$ cat config.mk
export PLATFORM = sky130hd
export DESIGN_NAME = record_exchange_sort
export DESIGN_NICKNAME = d
export VERILOG_FILES = /design/src/rtl/rxs_pkg.sv /design/src/rtl/rxs_ram.sv /design/src/rtl/rxs_seq.sv /design/src/rtl/record_exchange_sort.sv
export SDC_FILE = /design/constraint.sdc
export NUM_CORES = 2
export LEC_CHECK = 0
export BUFFER_PORTS_ARGS = -buffer_cell sky130_fd_sc_hd__buf_2
export CORE_UTILIZATION = 33
export DETAILED_ROUTE_END_ITERATION = 7
export GPL_TIMING_DRIVEN = 0
export SYNTH_ARGS = -nofsm -noshare
export SYNTH_HDL_FRONTEND = slang
export SYNTH_HIERARCHICAL = 1
export SYNTH_SLANG_ARGS = --single-unit
$ cat constraint.sdc
create_clock -name clk -period 17.1 [get_ports clk]
set_input_delay 2.565 -clock clk [delete_from_list [all_inputs] [get_ports clk]]
set_output_delay 2.565 -clock clk [all_outputs]
set_load 0.02 [all_outputs]
$ cat src/rtl/rxs_pkg.sv
// ----------------------------------------------------------------------------
// rxs_pkg
// Shared sizes and record types for the record exchange sorter.
// ----------------------------------------------------------------------------
`timescale 1ns / 1ps

package rxs_pkg;

  localparam int MAX_RECORDS = 64;
  localparam int IDX_W       = $clog2(MAX_RECORDS);
  localparam int CNT_W       = $clog2(MAX_RECORDS + 1);
  localparam int KEY_W       = 32;
  localparam int TAG_W       = 6;
  localparam int REC_W       = KEY_W + TAG_W;

  typedef struct packed {
    logic signed [KEY_W-1:0] key;
    logic        [TAG_W-1:0] tag;
  } rxs_rec_t;

  typedef struct packed {
    rxs_rec_t rec;
    logic     last;
    logic     ovf;
  } rxs_item_t;

endpackage

$ cat src/rtl/rxs_ram.sv
// ----------------------------------------------------------------------------
// rxs_ram
// Generic simple dual-port RAM, one write and one registered read per cycle.
// ----------------------------------------------------------------------------
`timescale 1ns / 1ps

module rxs_ram #(
  parameter int Depth = 64,
  parameter int Width = 38
) (
  input  logic                     clk,
  input  logic                     we,
  input  logic [$clog2(Depth)-1:0] waddr,
  input  logic [Width-1:0]         wdata,
  input  logic                     ren,
  input  logic [$clog2(Depth)-1:0] raddr,
  output logic [Width-1:0]         rdata
);

  logic [Width-1:0] mem [Depth];

  always_ff @(posedge clk) begin
    if (we) begin
      mem[waddr] <= wdata;
    end
  end

  always_ff @(posedge clk) begin
    if (ren) begin
      rdata <= mem[raddr];
    end
  end

endmodule

$ cat src/rtl/rxs_seq.sv
// ----------------------------------------------------------------------------
// rxs_seq
// Loads records into the store, runs the exchange sort by read-modify-write
// through the RAM, then streams the sorted records out.
// ----------------------------------------------------------------------------
`timescale 1ns / 1ps

module rxs_seq
  import rxs_pkg::*;
(
  input  logic                    clk,
  input  logic                    rst_n,
  input  logic                    in_valid,
  output logic                    in_ready,
  input  logic signed [KEY_W-1:0] in_key,
  input  logic        [TAG_W-1:0] in_tag,
  input  logic                    in_last,
  output logic                    item_valid,
  input  logic                    item_ready,
  output rxs_item_t               item
);

  typedef enum logic [2:0] {
    S_LOAD,
    S_RD_I,
    S_LD_I,
    S_SCAN,
    S_WR_I,
    S_EM_RD,
    S_EM_WAIT
  } state_t;

  state_t           state_r, state_nxt;
  logic [CNT_W-1:0] cnt_r, cnt_nxt;
  logic             drop_r, drop_nxt;
  logic [CNT_W-1:0] i_r, i_nxt;
  logic [CNT_W-1:0] j_r, j_nxt;
  logic [CNT_W-1:0] e_r, e_nxt;
  logic [IDX_W-1:0] pend_r, pend_nxt;
  rxs_rec_t         cur_r, cur_nxt;

  logic             we;
  logic [IDX_W-1:0] waddr;
  rxs_rec_t         wdata;
  logic             ren;
  logic [IDX_W-1:0] raddr;
  logic [REC_W-1:0] rdata_raw;
  rxs_rec_t         rdata;
  rxs_rec_t         in_rec;
  logic             em_last;

  assign rdata      = rxs_rec_t'(rdata_raw);
  assign in_rec.key = in_key;
  assign in_rec.tag = in_tag;
  assign in_ready   = (state_r == S_LOAD);
  assign em_last    = ((e_r + CNT_W'(1)) == cnt_r);

  assign item.rec  = rdata;
  assign item.last = em_last;
  assign item.ovf  = drop_r;

  rxs_ram #(
    .Depth(MAX_RECORDS),
    .Width(REC_W)
  ) u_ram (
    .clk  (clk),
    .we   (we),
    .waddr(waddr),
    .wdata(wdata),
    .ren  (ren),
    .raddr(raddr),
    .rdata(rdata_raw)
  );

  always_comb begin
    state_nxt  = state_r;
    cnt_nxt    = cnt_r;
    drop_nxt   = drop_r;
    i_nxt      = i_r;
    j_nxt      = j_r;
    e_nxt      = e_r;
    pend_nxt   = pend_r;
    cur_nxt    = cur_r;
    we         = 1'b0;
    waddr      = '0;
    wdata      = in_rec;
    ren        = 1'b0;
    raddr      = '0;
    item_valid = 1'b0;
    case (state_r)
      S_LOAD: begin
        if (in_valid) begin
          if (cnt_r < CNT_W'(MAX_RECORDS)) begin
            we      = 1'b1;
            waddr   = cnt_r[IDX_W-1:0];
            cnt_nxt = cnt_r + CNT_W'(1);
          end else begin
            drop_nxt = 1'b1;
          end
          if (in_last) begin
            i_nxt = '0;
            e_nxt = '0;
            if (cnt_nxt < CNT_W'(2)) begin
              state_nxt = S_EM_RD;
            end else begin
              state_nxt = S_RD_I;
            end
          end
        end
      end
      S_RD_I: begin
        ren       = 1'b1;
        raddr     = i_r[IDX_W-1:0];
        j_nxt     = i_r + CNT_W'(1);
        state_nxt = S_LD_I;
      end
      S_LD_I: begin
        cur_nxt   = rdata;
        ren       = 1'b1;
        raddr     = j_r[IDX_W-1:0];
        pend_nxt  = j_r[IDX_W-1:0];
        j_nxt     = j_r + CNT_W'(1);
        state_nxt = S_SCAN;
      end
      S_SCAN: begin
        if ($signed(cur_r.key) > $signed(rdata.key)) begin
          we      = 1'b1;
          waddr   = pend_r;
          wdata   = cur_r;
          cur_nxt = rdata;
        end
        if (j_r < cnt_r) begin
          ren      = 1'b1;
          raddr    = j_r[IDX_W-1:0];
          pend_nxt = j_r[IDX_W-1:0];
          j_nxt    = j_r + CNT_W'(1);
        end else begin
          state_nxt = S_WR_I;
        end
      end
      S_WR_I: begin
        we    = 1'b1;
        waddr = i_r[IDX_W-1:0];
        wdata = cur_r;
        i_nxt = i_r + CNT_W'(1);
        if ((i_r + CNT_W'(2)) < cnt_r) begin
          state_nxt = S_RD_I;
        end else begin
          state_nxt = S_EM_RD;
        end
      end
      S_EM_RD: begin
        ren       = 1'b1;
        raddr     = e_r[IDX_W-1:0];
        state_nxt = S_EM_WAIT;
      end
      S_EM_WAIT: begin
        item_valid = 1'b1;
        if (item_ready) begin
          e_nxt = e_r + CNT_W'(1);
          if (em_last) begin
            cnt_nxt   = '0;
            drop_nxt  = 1'b0;
            state_nxt = S_LOAD;
          end else begin
            state_nxt = S_EM_RD;
          end
        end
      end
      default: begin
        state_nxt = S_LOAD;
      end
    endcase
  end

  always_ff @(posedge clk) begin
    if (!rst_n) begin
      state_r <= S_LOAD;
      cnt_r   <= '0;
      drop_r  <= 1'b0;
      i_r     <= '0;
      j_r     <= '0;
      e_r     <= '0;
      pend_r  <= '0;
    end else begin
      state_r <= state_nxt;
      cnt_r   <= cnt_nxt;
      drop_r  <= drop_nxt;
      i_r     <= i_nxt;
      j_r     <= j_nxt;
      e_r     <= e_nxt;
      pend_r  <= pend_nxt;
    end
  end

  always_ff @(posedge clk) begin
    cur_r <= cur_nxt;
  end

  a_cnt_bound: assert property (@(posedge clk) disable iff (!rst_n)
    cnt_r <= CNT_W'(MAX_RECORDS))
    else $error("record count beyond capacity");

  a_no_same_entry: assert property (@(posedge clk) disable iff (!rst_n)
    (we && ren) |-> (waddr != raddr))
    else $error("read and write hit the same entry");

  a_emit_in_range: assert property (@(posedge clk) disable iff (!rst_n)
    item_valid |-> (e_r < cnt_r))
    else $error("emit index past stored set");

  a_last_stops_load: assert property (@(posedge clk) disable iff (!rst_n)
    (in_valid && in_ready && in_last) |=> !in_ready)
    else $error("input still taken after last record");

endmodule

$ cat src/rtl/record_exchange_sort.sv
// ----------------------------------------------------------------------------
// record_exchange_sort
// Collects keyed records, sorts them ascending by signed key with an exchange
// sort, and streams them out in order.
//
//   channel | ports                                   | dir
//   --------+-----------------------------------------+----
//   input   | in_valid/in_ready, in_record_key,       | in
//           | in_record_tag, in_last_record           |
//   result  | out_valid/out_ready, out_sorted_key,    | out
//           | out_sorted_tag, out_end_of_run,         |
//           | out_overflow                            |
//
// Loading accepts items while in_ready is high. After the last item of a set
// the sort runs through the one-port-read RAM (one compare per cycle), then
// each result is read from the RAM and handed off to the output register.
// Input is held off from the last item until the final result leaves the
// sequencer. Reset is synchronous, active low; RAM contents are not cleared.
// Stalls on the result side hold the run.
// ----------------------------------------------------------------------------
`timescale 1ns / 1ps

module record_exchange_sort
  import rxs_pkg::*;
(
  input  logic                    clk,
  input  logic                    rst_n,
  input  logic                    in_valid,
  output logic                    in_ready,
  input  logic signed [KEY_W-1:0] in_record_key,
  input  logic        [TAG_W-1:0] in_record_tag,
  input  logic                    in_last_record,
  output logic                    out_valid,
  input  logic                    out_ready,
  output logic signed [KEY_W-1:0] out_sorted_key,
  output logic        [TAG_W-1:0] out_sorted_tag,
  output logic                    out_end_of_run,
  output logic                    out_overflow
);

  logic      item_valid;
  logic      item_ready;
  rxs_item_t item;
  logic      out_valid_r;
  rxs_item_t out_item_r;

  rxs_seq u_seq (
    .clk       (clk),
    .rst_n     (rst_n),
    .in_valid  (in_valid),
    .in_ready  (in_ready),
    .in_key    (in_record_key),
    .in_tag    (in_record_tag),
    .in_last   (in_last_record),
    .item_valid(item_valid),
    .item_ready(item_ready),
    .item      (item)
  );

  assign item_ready = !out_valid_r || out_ready;

  always_ff @(posedge clk) begin
    if (!rst_n) begin
      out_valid_r <= 1'b0;
    end else if (item_ready) begin
      out_valid_r <= item_valid;
    end
  end

  always_ff @(posedge clk) begin
    if (item_ready && item_valid) begin
      out_item_r <= item;
    end
  end

  assign out_valid      = out_valid_r;
  assign out_sorted_key = out_item_r.rec.key;
  assign out_sorted_tag = out_item_r.rec.tag;
  assign out_end_of_run = out_item_r.last;
  assign out_overflow   = out_item_r.ovf;

endmodule

==> flow_summary.toml <==
[outcome]
status = "finished with violations"
violations = "capacitance limit, slew limit"

[power_and_ir_drop]
ir_drop_v = 0.000128
power.share.sequential_pct = 46.4
switching_share_pct = 29.7
power_frac_clock_pct = 31.4
intPower_uw = 12600
p_leak_uw = 0.0374
pwr-share-comb_pct = 22.2
netSwitchingPower_uw = 5340
power_density_nw_per_um2 = 151
power_uw = 18000

[setup_path]
crit_top_cell = "buf_2"
cp-end-kind = "flip-flop"
crit_chain = "clkbuf_1 -> inv_1 -> ha_1 -> a211oi_1 -> o21ai_1 -> a31oi_1 -> clkbuf_1 -> nand2_1 -> o21ai_0 -> buf_2 -> buf_2 -> buf_2 -> nand3b_1 -> o221ai_1 -> a21oi_1 -> a21oi_1 -> nor2_1"
slowest_stage = "nand3b_1"
crit_buf_inv = 6
critical_path_required_ns = 17.73
setup.worst_path.end = "u_seq/u_ram/rdata[31]$_DFFE_PP_"
r2r-end = "u_seq/u_ram/rdata[31]$_DFFE_PP_"
cp.arrival_ns = 8.63
max_stage_delay_ns = 0.82
start_kind = "flip-flop"
path_delay_family = "compound AO/OA/AOI/OAI gates"
rr_startpoint = "u_seq/cnt_r[2]$_SDFFE_PN0P_"
cp_max_fo = 11
crit_cells = 17
rrSetupSlack_ns = 9.11
crit_type = "flip-flop to flip-flop"
startpoint = "u_seq/cnt_r[2]$_SDFFE_PN0P_"
r2r_cells = 17

[floorplan]
coreArea_um2 = 303000
num_io_pins = 85
fp.dieH_um = 554
die_w_um = 554
start_util_pct = 33.2
fp.dieArea_um2 = 307000
rows = 202

[timing]
worst_pin_slew_ns = 1.52
fmax_ghz = 0.125
maxSlewViolCount = 5
layout_min_cycle_time_ns = 7.99
period_share_pct = 46.8
finClkSkew_ns = 0.0733
slew_headroom_pct = -2.51
fin_tns_setup_ns = 0
holdWs_ns = 0.460
hold_viol_final = 0
setup_viol = 0
rsz0062_at_grt = "no"

[flow_run]
cap_violations = 1

[global_routing]
antenna_found_initial = 9
grt_pass1_vias = 53800
overflow = 0
grt_max_degree = 41
grt_pass1_wl_mm = 448
grt.total_usage_pct = 21.3

[clock_tree]
cts_made_buffers = 280
cts_max_level = 5
cts_resized = 0
post_cts_buffers = 0
clk_pin_slew_ns = 0.06
clk_path_buf_depth = 4
clkLatencyLatePin_ns = 0.95
cts_root_buf = "clkbuf_16"
hold_buffers = 0
cts_sinks = 2587
cts_tree = "yes"

[drt]
wl_per_cell_um = 34.3
route.detailed.drc = 0
ant_nets = 0
vias_per_cell = 5.77
drtIter0Drc = 9522
vias = 56100
firstDrtPassIters = 8
wirelength_mm = 333

[synthesis]
ys_ff_latch = 2587
netlist_area_um2 = 101000
yosysSeqAreaShare_pct = 76.8
synth_top_cell_area_share_pct = 76.0
synth_edf_count = 2548
yosysWarnings = 6
yosysMostFrequentCell = "edfxtp_1"
ys.flop_type = "edfxtp_1"
syn_avg_cell_area_um2 = 21.2
synthCells = 4740
synth.top_cells.by_count = "edfxtp_1, mux4_2, nor2_1"
synth.area.top_cells = "edfxtp_1, mux4_2, a22oi_1"
syn-num-nets = 4832
ys_types = 75
synthArstFlopShare_pct = 0
yosys.area.top_type = "edfxtp_1"

[layout]
syn_to_final_growth_pct = 18.7
layout-drive-gt1-share_pct = 29.9
fin_nets = 5643
nFillCells = 26600
final_cells = 9723

[hold_path]
min_from = "u_seq/u_ram/rdata[0]$_DFFE_PP_"
hold_class = "flip-flop to flip-flop"

[placed_design]
place.detailed.hpwl_mm = 237
port_buffers = 84
gp_congestion = 0.866
dpl.cell_count = 9247
==> power groups by stage <==
stage                     Clock (µW)  Sequential [µW]  Combinational [µW]
after floorplan                    0             8520                1880
after global placement             0             8820                3310
after detailed placement           0             8470                3900
after CTS                       5700             8330                3910
after global routing            5920             8350                4140
final                           5650             8340                4000
==> worst min-delay path by stage <==
stage                                        endpoint  slack (ns)  cells past startpoint
after global placement       u_seq/cur_r[0]$_DFFE_PP_        0.45                      0
after CTS                 out_sorted_tag[0]$_DFFE_PP_        0.46                      0
after global routing         u_seq/cur_r[1]$_DFFE_PP_        0.48                      0
final                     out_sorted_tag[0]$_DFFE_PP_        0.46                      0
after detailed placement     u_seq/cur_r[0]$_DFFE_PP_        0.44                      0
after floorplan           out_sorted_tag[0]$_DFFE_PP_        0.42                      0
==> registers in the layout (all words and copies together), names as in the netlist <==
signal             count
u_seq/u_ram/mem     2432
u_seq/cur_r           38
u_seq/u_ram/rdata     38
out_sorted_key        32
u_seq/cnt_r            7
u_seq/e_r              7
u_seq/i_r              7
u_seq/j_r              7
out_sorted_tag         6
u_seq/pend_r           6
u_seq/state_r          3
out_end_of_run         1
out_overflow           1
out_valid              1
u_seq/drop_r           1
==> cells in the final DEF (no fill, tap or decap), drive strengths merged, types with 11 or more instances in the layout <==
master / count
edfxtp: 2548
buf: 674
mux4: 608
clkbuf: 466
nor2: 171
a22oi: 144
inv: 129
nand2: 118
a21oi: 115
mux2i: 106
clkinv: 105
o22ai: 101
ha: 49
dfxtp: 39
a222oi: 38
o221ai: 34
o21ai: 34
nand3: 27
mux2: 24
nand2b: 21
nor3: 19
nand4: 14
bufinv: 13
xnor2: 12
a21o: 11
nor2b: 11
==> per-layer routing <==
metal	track usage [%]	routed length, µm
met5	0	46
met4	10.3	18700
met3	5.71	43100
met2	32.0	148000
met1	28.6	124000
==> cell type report <==
| class | instances | area [µm²] | share of cell area, % |
|---|---|---|---|
| repair buffers | 529 | 5030 | 4.21 |
| diodes | 5 | 12.5 | 0.0105 |
| well taps | 3978 | 4980 | 4.17 |
| clock buffers | 349 | 7410 | 6.21 |
| inverters | 127 | 477 | 0.399 |
| flip-flops and latches | 2587 | 77300 | 64.7 |
| clock inverters | 122 | 893 | 0.748 |
| multi-input cells | 1764 | 22000 | 18.4 |
| plain buffers | 262 | 1350 | 1.13 |
==> metrics by stage <==
stage / instance area [µm²] / util [%] / setup WS (ns)
4_1_cts: 119000 / 39.4 / 9.38
3_3_place_gp: 106000 / 35.0 / 5.35
2_1_floorplan: 101000 / - / 10.27
5_1_grt: 119000 / 39.4 / 9.13
6_report: 119000 / 39.4 / 9.11
3_5_place_dp: 111000 / 36.7 / 9.37
==> kinds of logic after synthesis <==
group           Yosys count  share of synthesized area [%]
fa+ha+maj                49                          0.609
mux                     738                           14.9
buf+inv                 389                           1.81
compound gates          530                           3.68
xor+xnor                 22                          0.219
simple gates            425                           1.97
flops                  2587                           76.8
==> worst register-to-register path, cell delays in order (launching register included) <==
cell,delay [ns]
dfxtp_1,0.30
clkbuf_1,0.41
inv_1,0.23
ha_1,0.28
a211oi_1,0.29
o21ai_1,0.21
a31oi_1,0.56
clkbuf_1,0.41
nand2_1,0.15
o21ai_0,0.58
buf_2,0.50
buf_2,0.72
buf_2,0.70
nand3b_1,0.83
o221ai_1,0.50
a21oi_1,0.14
a21oi_1,0.77
nor2_1,0.15
(Power assumes the default switching activity.)
